[src/hw/rtl/palindrome_word_filter_assert.svh]
// Assertion helpers shared by the RTL; every use expects clk_i and rst_ni in scope.
`ifndef PALINDROME_WORD_FILTER_ASSERT_SVH
`define PALINDROME_WORD_FILTER_ASSERT_SVH

// Check a condition at every clock edge outside reset.
`define PWF_ASSERT(lbl, cond, msg) \
  lbl: assert property (@(posedge clk_i) disable iff (!rst_ni) (cond)) else $error(msg);

// Check that an antecedent is followed by a consequent in the next cycle.
`define PWF_ASSERT_NEXT(lbl, ante, cons, msg) \
  lbl: assert property (@(posedge clk_i) disable iff (!rst_ni) (ante) |=> (cons)) \
    else $error(msg);

`endif

[src/hw/rtl/pwf_pkg.sv]
package pwf_pkg;

  // Default and largest word length; word_length is a 6-bit count.
  localparam int unsigned MAX_WORD_DEF = 63;
  localparam int unsigned LEN_W        = 6;

  localparam logic [7:0] CHAR_UPPER_A = 8'd65;
  localparam logic [7:0] CHAR_UPPER_Z = 8'd90;
  localparam logic [7:0] CHAR_LOWER_A = 8'd97;
  localparam logic [7:0] CHAR_LOWER_Z = 8'd122;
  localparam logic [7:0] CHAR_DIGIT_0 = 8'd48;
  localparam logic [7:0] CHAR_DIGIT_9 = 8'd57;
  localparam logic [7:0] CHAR_HYPHEN  = 8'd45;
  localparam logic [7:0] CHAR_UNDER   = 8'd95;
  localparam logic [7:0] CHAR_NEWLINE = 8'd10;
  localparam logic [7:0] CASE_OFFSET  = 8'd32;

  // Per-cycle command broadcast to every cell of the chain.
  typedef struct packed {
    logic             load;     // store a word byte
    logic             rotate;   // rotate both rows down by one cell
    logic [LEN_W-1:0] wr_idx;   // cell that takes the new byte in row A
    logic [LEN_W-1:0] top_idx;  // cell that takes the wrapped byte
  } cell_ctrl_t;

  function automatic logic is_word_byte(input logic [7:0] c);
    return ((c >= CHAR_UPPER_A) && (c <= CHAR_UPPER_Z)) ||
           ((c >= CHAR_LOWER_A) && (c <= CHAR_LOWER_Z)) ||
           ((c >= CHAR_DIGIT_0) && (c <= CHAR_DIGIT_9)) ||
           (c == CHAR_HYPHEN) || (c == CHAR_UNDER);
  endfunction

  function automatic logic [7:0] fold_case(input logic [7:0] c);
    return ((c >= CHAR_UPPER_A) && (c <= CHAR_UPPER_Z)) ? c + CASE_OFFSET : c;
  endfunction

endpackage

[src/hw/rtl/palindrome_word_filter.sv]
// Palindrome word filter.
// Input stream (s_axis): one text byte per transaction in tdata; tlast marks
// the end of input, which closes the pending word (tdata is then ignored).
// Output stream (m_axis): the bytes of every word that reads the same both
// ways (letters folded to lower case), in original case, with a newline ahead
// of every word but the first one since reset; tlast flags the final byte of
// the run caused by one input transaction. Closes that yield nothing, and
// word bytes, produce no output transaction.
// A closing byte for an n-byte word starts a check pass through the cell
// row up to the first mismatch or the last byte, then an emission pass of n
// bytes (n + 1 with the newline). The row rotates one step per cycle in the
// check pass, and in emission while the output register is free; input is
// taken again after a mismatch or once the last output byte is registered.
// Reset clears the word length, overflow flag and first-word flag; the cells
// hold no reset value. A stalled receiver holds the output register, and the
// emission pass waits on it without losing or repeating a byte.
// Words longer than MAX_WORD bytes are dropped when they close.
module palindrome_word_filter #(
  parameter int unsigned MAX_WORD = pwf_pkg::MAX_WORD_DEF
) (
  input  logic       clk_i,
  input  logic       rst_ni,
  input  logic       s_axis_tvalid_i,
  output logic       s_axis_tready_o,
  input  logic [7:0] s_axis_tdata_i,   // [7:0] in_byte
  input  logic       s_axis_tlast_i,   // end_of_input
  output logic       m_axis_tvalid_o,
  input  logic       m_axis_tready_i,
  output logic [7:0] m_axis_tdata_o,   // [7:0] out_byte
  output logic       m_axis_tlast_o    // run_last
);

  pwf_pkg::cell_ctrl_t cell_ctrl;
  logic [7:0]          a0, b0;

  // Sequence the fill, check and emission passes.
  pwf_ctrl #(
    .MAX_WORD(MAX_WORD)
  ) u_ctrl (
    .clk_i     (clk_i),
    .rst_ni    (rst_ni),
    .s_tvalid_i(s_axis_tvalid_i),
    .s_tdata_i (s_axis_tdata_i),
    .s_tlast_i (s_axis_tlast_i),
    .s_tready_o(s_axis_tready_o),
    .m_tvalid_o(m_axis_tvalid_o),
    .m_tdata_o (m_axis_tdata_o),
    .m_tlast_o (m_axis_tlast_o),
    .m_tready_i(m_axis_tready_i),
    .a0_i      (a0),
    .b0_i      (b0),
    .ctrl_o    (cell_ctrl)
  );

  // Hold the word in forward and reversed order; rotate to compare and emit.
  pwf_chain #(
    .MAX_WORD(MAX_WORD)
  ) u_chain (
    .clk_i    (clk_i),
    .ctrl_i   (cell_ctrl),
    .in_byte_i(s_axis_tdata_i),
    .a0_o     (a0),
    .b0_o     (b0)
  );

endmodule

[src/hw/rtl/pwf_cell.sv]
// One character cell: row A holds the word in order, row B holds it reversed.
module pwf_cell #(
  parameter int unsigned IDX = 0
) (
  input  logic                clk_i,
  input  pwf_pkg::cell_ctrl_t ctrl_i,
  input  logic [7:0]          in_byte_i,
  input  logic [7:0]          a_up_i,
  input  logic [7:0]          b_up_i,
  input  logic [7:0]          b_dn_i,
  input  logic [7:0]          wrap_a_i,
  input  logic [7:0]          wrap_b_i,
  output logic [7:0]          a_o,
  output logic [7:0]          b_o
);

  localparam logic [pwf_pkg::LEN_W-1:0] MyIdx = pwf_pkg::LEN_W'(IDX);

  logic [7:0] a_q, a_d;
  logic [7:0] b_q, b_d;
  logic       is_top;

  assign is_top = (ctrl_i.top_idx == MyIdx);

  always_comb begin
    a_d = a_q;
    b_d = b_q;
    if (ctrl_i.load) begin
      if (ctrl_i.wr_idx == MyIdx) begin
        a_d = in_byte_i;
      end
      b_d = b_dn_i;
    end else if (ctrl_i.rotate) begin
      a_d = is_top ? wrap_a_i : a_up_i;
      b_d = is_top ? wrap_b_i : b_up_i;
    end
  end

  always_ff @(posedge clk_i) begin
    a_q <= a_d;
    b_q <= b_d;
  end

  assign a_o = a_q;
  assign b_o = b_q;

endmodule

[src/hw/rtl/pwf_chain.sv]
// Row of character cells; cell 0 is the read end of both rows.
module pwf_chain #(
  parameter int unsigned MAX_WORD = pwf_pkg::MAX_WORD_DEF
) (
  input  logic                clk_i,
  input  pwf_pkg::cell_ctrl_t ctrl_i,
  input  logic [7:0]          in_byte_i,
  output logic [7:0]          a0_o,
  output logic [7:0]          b0_o
);

  logic [7:0] a_w [MAX_WORD];
  logic [7:0] b_w [MAX_WORD];

  for (genvar k = 0; k < MAX_WORD; k++) begin : g_cell
    logic [7:0] a_up, b_up, b_dn;

    if (k == MAX_WORD - 1) begin : g_top
      assign a_up = '0;
      assign b_up = '0;
    end else begin : g_mid
      assign a_up = a_w[k+1];
      assign b_up = b_w[k+1];
    end

    if (k == 0) begin : g_first
      assign b_dn = in_byte_i;
    end else begin : g_rest
      assign b_dn = b_w[k-1];
    end

    pwf_cell #(
      .IDX(k)
    ) u_cell (
      .clk_i    (clk_i),
      .ctrl_i   (ctrl_i),
      .in_byte_i(in_byte_i),
      .a_up_i   (a_up),
      .b_up_i   (b_up),
      .b_dn_i   (b_dn),
      .wrap_a_i (a_w[0]),
      .wrap_b_i (b_w[0]),
      .a_o      (a_w[k]),
      .b_o      (b_w[k])
    );
  end

  assign a0_o = a_w[0];
  assign b0_o = b_w[0];

endmodule

[src/hw/rtl/pwf_ctrl.sv]
// Sequencer: word length, palindrome check pass, emission and output register.
`include "palindrome_word_filter_assert.svh"

module pwf_ctrl #(
  parameter int unsigned MAX_WORD = pwf_pkg::MAX_WORD_DEF
) (
  input  logic                clk_i,
  input  logic                rst_ni,
  input  logic                s_tvalid_i,
  input  logic [7:0]          s_tdata_i,
  input  logic                s_tlast_i,
  output logic                s_tready_o,
  output logic                m_tvalid_o,
  output logic [7:0]          m_tdata_o,
  output logic                m_tlast_o,
  input  logic                m_tready_i,
  input  logic [7:0]          a0_i,
  input  logic [7:0]          b0_i,
  output pwf_pkg::cell_ctrl_t ctrl_o
);

  localparam int unsigned LW = pwf_pkg::LEN_W;
  localparam logic [LW-1:0] MaxLen = LW'(MAX_WORD);

  typedef enum logic [3:0] {
    ST_IDLE  = 4'b0001,
    ST_CHECK = 4'b0010,
    ST_NL    = 4'b0100,
    ST_EMIT  = 4'b1000
  } state_e;

  state_e        state_q, state_d;
  logic [LW-1:0] len_q, len_d;
  logic [LW-1:0] cnt_q, cnt_d;
  logic          too_long_q, too_long_d;
  logic          emitted_q, emitted_d;
  logic          m_valid_q, m_valid_d;
  logic [7:0]    m_data_q, m_data_d;
  logic          m_last_q, m_last_d;

  logic          accept, word_in, out_free, at_end;
  logic          load, rotate;

  assign s_tready_o = (state_q == ST_IDLE);
  assign accept     = s_tvalid_i && s_tready_o;
  assign word_in    = !s_tlast_i && pwf_pkg::is_word_byte(s_tdata_i);
  assign out_free   = !m_valid_q || m_tready_i;
  assign at_end     = (cnt_q == len_q - LW'(1));

  always_comb begin
    state_d    = state_q;
    len_d      = len_q;
    cnt_d      = cnt_q;
    too_long_d = too_long_q;
    emitted_d  = emitted_q;
    m_valid_d  = m_valid_q;
    m_data_d   = m_data_q;
    m_last_d   = m_last_q;
    load       = 1'b0;
    rotate     = 1'b0;

    if (m_valid_q && m_tready_i) begin
      m_valid_d = 1'b0;
    end

    unique case (state_q)
      ST_IDLE: begin
        if (accept) begin
          if (word_in) begin
            if (len_q < MaxLen) begin
              load  = 1'b1;
              len_d = len_q + LW'(1);
            end else begin
              too_long_d = 1'b1;
            end
          end else if ((len_q != '0) && !too_long_q) begin
            state_d = ST_CHECK;
            cnt_d   = '0;
          end else begin
            len_d      = '0;
            too_long_d = 1'b0;
          end
        end
      end
      ST_CHECK: begin
        rotate = 1'b1;
        if (pwf_pkg::fold_case(a0_i) != pwf_pkg::fold_case(b0_i)) begin
          state_d = ST_IDLE;
          len_d   = '0;
        end else if (at_end) begin
          state_d = emitted_q ? ST_NL : ST_EMIT;
          cnt_d   = '0;
        end else begin
          cnt_d = cnt_q + LW'(1);
        end
      end
      ST_NL: begin
        if (out_free) begin
          m_valid_d = 1'b1;
          m_data_d  = pwf_pkg::CHAR_NEWLINE;
          m_last_d  = 1'b0;
          state_d   = ST_EMIT;
        end
      end
      ST_EMIT: begin
        if (out_free) begin
          rotate    = 1'b1;
          m_valid_d = 1'b1;
          m_data_d  = a0_i;
          m_last_d  = at_end;
          if (at_end) begin
            state_d   = ST_IDLE;
            len_d     = '0;
            emitted_d = 1'b1;
          end else begin
            cnt_d = cnt_q + LW'(1);
          end
        end
      end
      default: begin
        state_d = ST_IDLE;
      end
    endcase
  end

  always_ff @(posedge clk_i or negedge rst_ni) begin
    if (!rst_ni) begin
      state_q    <= ST_IDLE;
      len_q      <= '0;
      cnt_q      <= '0;
      too_long_q <= 1'b0;
      emitted_q  <= 1'b0;
      m_valid_q  <= 1'b0;
    end else begin
      state_q    <= state_d;
      len_q      <= len_d;
      cnt_q      <= cnt_d;
      too_long_q <= too_long_d;
      emitted_q  <= emitted_d;
      m_valid_q  <= m_valid_d;
    end
  end

  always_ff @(posedge clk_i) begin
    m_data_q <= m_data_d;
    m_last_q <= m_last_d;
  end

  assign m_tvalid_o = m_valid_q;
  assign m_tdata_o  = m_data_q;
  assign m_tlast_o  = m_last_q;

  assign ctrl_o.load    = load;
  assign ctrl_o.rotate  = rotate;
  assign ctrl_o.wr_idx  = len_q;
  assign ctrl_o.top_idx = len_q - LW'(1);

  `PWF_ASSERT(a_len_bound, len_q <= MaxLen, "word length beyond store depth")
  `PWF_ASSERT(a_overflow_full, !too_long_q || (len_q == MaxLen), "overflow flag with room left")
  `PWF_ASSERT(a_cnt_in_word, !(state_q == ST_CHECK || state_q == ST_EMIT) || (cnt_q < len_q), "pass counter beyond word")
  `PWF_ASSERT_NEXT(a_emit_done, (state_q == ST_EMIT) && out_free && at_end, (state_q == ST_IDLE) && emitted_q && (len_q == '0), "word end did not close the run")

endmodule
[config.mk]
export PLATFORM = sky130hd
export DESIGN_NAME = palindrome_word_filter
export DESIGN_NICKNAME = d
export VERILOG_FILES = /design/src/hw/rtl/pwf_pkg.sv /design/src/hw/rtl/palindrome_word_filter.sv /design/src/hw/rtl/pwf_cell.sv /design/src/hw/rtl/pwf_chain.sv /design/src/hw/rtl/pwf_ctrl.sv
export VERILOG_INCLUDE_DIRS = /design/src /design/src/hw/rtl
export SDC_FILE = /design/constraint.sdc
export NUM_CORES = 2
export LEC_CHECK = 0
export ABC_AREA = 0
export ABC_CLOCK_PERIOD_IN_PS = 15550
export BUFFER_PORTS_ARGS = -buffer_cell sky130_fd_sc_hd__buf_2
export CELL_PAD_IN_SITES_DETAIL_PLACEMENT = 0
export CELL_PAD_IN_SITES_GLOBAL_PLACEMENT = 1
export CORE_MARGIN = 4
export CORE_UTILIZATION = 35
export CTS_CLUSTER_DIAMETER = 30
export CTS_CLUSTER_SIZE = 28
export DETAILED_ROUTE_END_ITERATION = 12
export GPL_TIMING_DRIVEN = 1
export PLACE_DENSITY_LB_ADDON = 0.1
export RECOVER_POWER = 100
export SYNTH_ARGS = -nofsm -noshare
export SYNTH_HDL_FRONTEND = slang
export SYNTH_SLANG_ARGS = --single-unit
[constraint.sdc]
create_clock -name clk_i -period 15.55 [get_ports clk_i]
set_input_delay 0.7775 -clock clk_i [delete_from_list [all_inputs] [get_ports clk_i]]
set_output_delay 0.7775 -clock clk_i [all_outputs]
set_load 0.1 [all_outputs]
==> results.py <==
metrics = {
    "yosys": {
        "synth_warnings": 0,
        "yosys.area.top_type_share_pct": 58.9,
        "synth_edf_count": 1017,
        "synth.ff_latch_count": 1036,
        "yosys-top-cells-area": "edfxtp_1 59%, mux2i_1 13%, nand2_1 7.4%",
        "yosysSeqAreaShare_pct": 59.9,
        "async_reset_ff_share_pct": 1.83,
        "synthesis.nets": 4670,
        "synth_cell_types": 68,
        "syn_inst": 4648,
        "syn_avg_cell_area_sq_um": 11.1,
        "netlist_area_sq_um": 51800,
        "yosysTopAreaCell": "edfxtp_1",
        "ys.flop_type": "edfxtp_1",
    },
    "power": {
        "p_sw_share_pct": 29.6,
        "pwr-share-seq_pct": 36.9,
        "p_comb_share_pct": 18.9,
        "switchingPower_mw": 3.96,
        "p_clk_share_pct": 44.2,
        "p_per_area_nw_per_um2": 213,
        "internal_power_mw": 9.44,
        "irDropWorstVdd_mv": 0.286,
        "power_leakage_nw": 21.9,
    },
    "die": {
        "die_x_um": 393,
        "start_util_pct": 35.4,
        "rows": 140,
        "ioPinCount": 24,
        "die_h_um": 393,
        "die_area_sq_um": 154000,
        "core_sq_um": 146000,
    },
    "detailed_routing": {
        "post_drt_wl_per_cell_um": 22.7,
        "met2_length_um": 68600,
        "wl_met1_um": 76300,
        "firstDrtPassIters": 6,
        "routed_wl_um": 155000,
        "num_vias": 36500,
        "drc": 0,
        "final_antenna_net_count": 0,
        "routed.top_layer": "met4",
        "wl_met3_um": 6230,
        "viasPerCell": 5.35,
        "drtIter0Drc": 2641,
    },
    "sta": {
        "fin_crit_sh_pct": 58.0,
        "tightest_slew_ps": 4580,
        "rsz0062_at_grt": "false",
        "finalSetupViolations": 0,
        "max_slew_margin_pct": -205,
        "finClkSkew_ps": 49.9,
        "hold_viol_final": 0,
        "setup_tns_ps": 0,
        "fmax_ghz": 0.111,
        "drv_slew": 898,
        "min_period_ps": 9010,
    },
    "setup_path": {
        "cp.required_ps": 15980,
        "r2r_cells": 7,
        "reg2reg_setup_slack_ps": 6540,
        "critPathMaxFanout": 73,
        "critPathArrivalTime_ps": 9440,
        "crit_end": "u_chain.g_cell[30].u_cell.b_o[0]",
        "cp_cell_sequence": "ha_1, nand3_1, nor2_1, or3_1, nand2_1, clkbuf_1, buf_4",
        "crit_family": "simple AND/OR/NAND/NOR gates",
        "crit_start": "u_ctrl.len_q[0]",
        "r2r_start": "u_ctrl.len_q[0]",
        "start_kind": "register",
        "path_buf_inv": 2,
        "r2r-end": "u_chain.g_cell[30].u_cell.b_o[0]",
        "cp.depth": 7,
        "setup.worst_path.end_class": "register",
        "max_stage_delay_ps": 2530,
        "crit_slowest_cell": "clkbuf_1",
        "worst-setup-path-type": "register to register",
    },
    "place": {
        "dpl.hpwl_um": 90100,
        "portBuffers": 23,
        "gp_congestion": 0.827,
        "placed_area_sq_um": 53400,
    },
    "clocking": {
        "tritoncts": "yes",
        "path_clk_slew_ps": 50,
        "holdBufCountCts": 1,
        "post_cts_buffers": 0,
        "cts.htree.levels": 5,
        "cts_buffers": 317,
        "cts_resized": 0,
        "cts_max_path_buffers": 4,
        "cts.sinks": 1036,
        "cts_root_buf": "clkbuf_16",
        "insertion_delay_ps": 860,
    },
    "hold_path": {
        "hold_path_class": "primary input to register",
    },
    "global_route": {
        "grt_usage_pct": 19.7,
        "antenna_found_initial": 1,
        "grt_max_degree": 250,
        "grt_pass1_wl_um": 237000,
        "grt_overflow": 0,
        "grt_pass1_vias": 37700,
    },
    "cells_and_area": {
        "n_fill_cell": 14000,
        "layout_common_cells": "1021 x nand2_1, 1017 x edfxtp_1, 693 x mux2i_1",
        "final_common_cell": "nand2_1",
        "drive_above_1_share_pct": 11.1,
        "nets": 4699,
        "finalInstanceArea_sq_um": 62800,
        "area_delta_synth_final_pct": 21.2,
    },
    "flow_run": {
        "drv_cap": 31,
    },
    "status": {
        "violations": "capacitance limit, slew limit",
        "status": "complete, but fails checks",
    },
}
-- how the worst min path moves through the flow --
stage	start	endpoint	cells after the start
after floorplan	u_ctrl.emitted_q	u_ctrl.emitted_q	1
after global placement	u_ctrl.emitted_q	u_ctrl.emitted_q	1
after detailed placement	u_ctrl.emitted_q	u_ctrl.emitted_q	1
after CTS	s_axis_tvalid_i	u_ctrl.too_long_q	2
after global routing	s_axis_tvalid_i	u_ctrl.too_long_q	2
final	s_axis_tvalid_i	u_ctrl.too_long_q	2
-- power by group through the flow --
| stage | registers, mW | logic (mW) | clock network (mW) |
|---|---|---|---|
| global placement | 4.97 | 2.59 | 0 |
| global route | 5.04 | 2.82 | 6.20 |
| finish | 4.95 | 2.53 | 5.92 |
| CTS | 4.93 | 2.63 | 6.03 |
| detailed placement | 4.96 | 2.62 | 0 |
| floorplan | 5.11 | 1.75 | 0 |
-- cell type report --
type | count | area [sq um] | share of cell area, %
timing repair buffer | 137 | 816 | 1.30
clock buffer | 378 | 8310 | 13.2
inverter | 11 | 41.3 | 0.0657
sequential | 1036 | 31000 | 49.4
clock inverter | 170 | 1520 | 2.41
tap | 1917 | 2400 | 3.82
antenna | 2 | 5.00 | 0.00797
multi-input combinational | 3174 | 18700 | 29.8
-- registers in the layout, summed over array words and instances, names as in the netlist --
name and count:
u_chain.g_cell.u_cell.a_o 504, u_chain.g_cell.u_cell.b_o 504, u_ctrl.m_tdata_o 8, u_ctrl.cnt_q 6
u_ctrl.len_q 6, u_ctrl.state_q 4, u_ctrl.emitted_q 1, u_ctrl.m_tlast_o 1
u_ctrl.m_tvalid_o 1, u_ctrl.too_long_q 1
-- logic make-up after synthesis --
family | share of synthesized area, %
AND/OR/NAND/NOR | 10.8
buffers and inverters | 3.80
adder cells (fa/ha/maj) | 0.217
XOR/XNOR | 0.500
multiplexers | 13.6
flip-flops | 59.9
AO/OA/AOI/OAI | 11.2
-- through the flow --
step | setup slack, ps | std cells | hold slack, ps | power (mW) | utilization (%)
2_1_floorplan | 1680 | 4648 | 428 | 6.86 | -
4_1_cts | 10360 | 6822 | 117 | 13.6 | 43.2
3_3_place_gp | 10130 | 6272 | 445 | 7.55 | 36.5
6_report | 6540 | 6825 | 182 | 13.4 | 42.9
5_1_grt | 5790 | 6823 | 149 | 14.1 | 42.9
3_5_place_dp | 10100 | 6273 | 448 | 7.58 | 36.5
-- metal layers --
layer | track usage [%] | vias up
li1 | - | 17100
met1 | 28.8 | 18300
met2 | 29.6 | 834
met3 | 3.49 | 275
met4 | 6.45 | 0
met5 | 0 | -
-- cells in the mapped netlist (all sizes together), types with 3 or more instances --
cell	count
a2111oi	3
a21boi	3
a21o	7
a21oi	348
a22o	8
a31oi	261
and2	15
and3	6
buf	187
clkbuf	240
dfrtp	18
edfxtp	1017
ha	9
inv	11
mux2	10
mux2i	693
nand2	1021
nand2b	8
nand3	26
nand4b	3
nor2	262
nor2b	6
nor3	7
o21ai	421
o31ai	3
or4	3
or4b	4
xnor2	12
xor2	9
No activity file was read; power rests on OpenSTA's default activity.
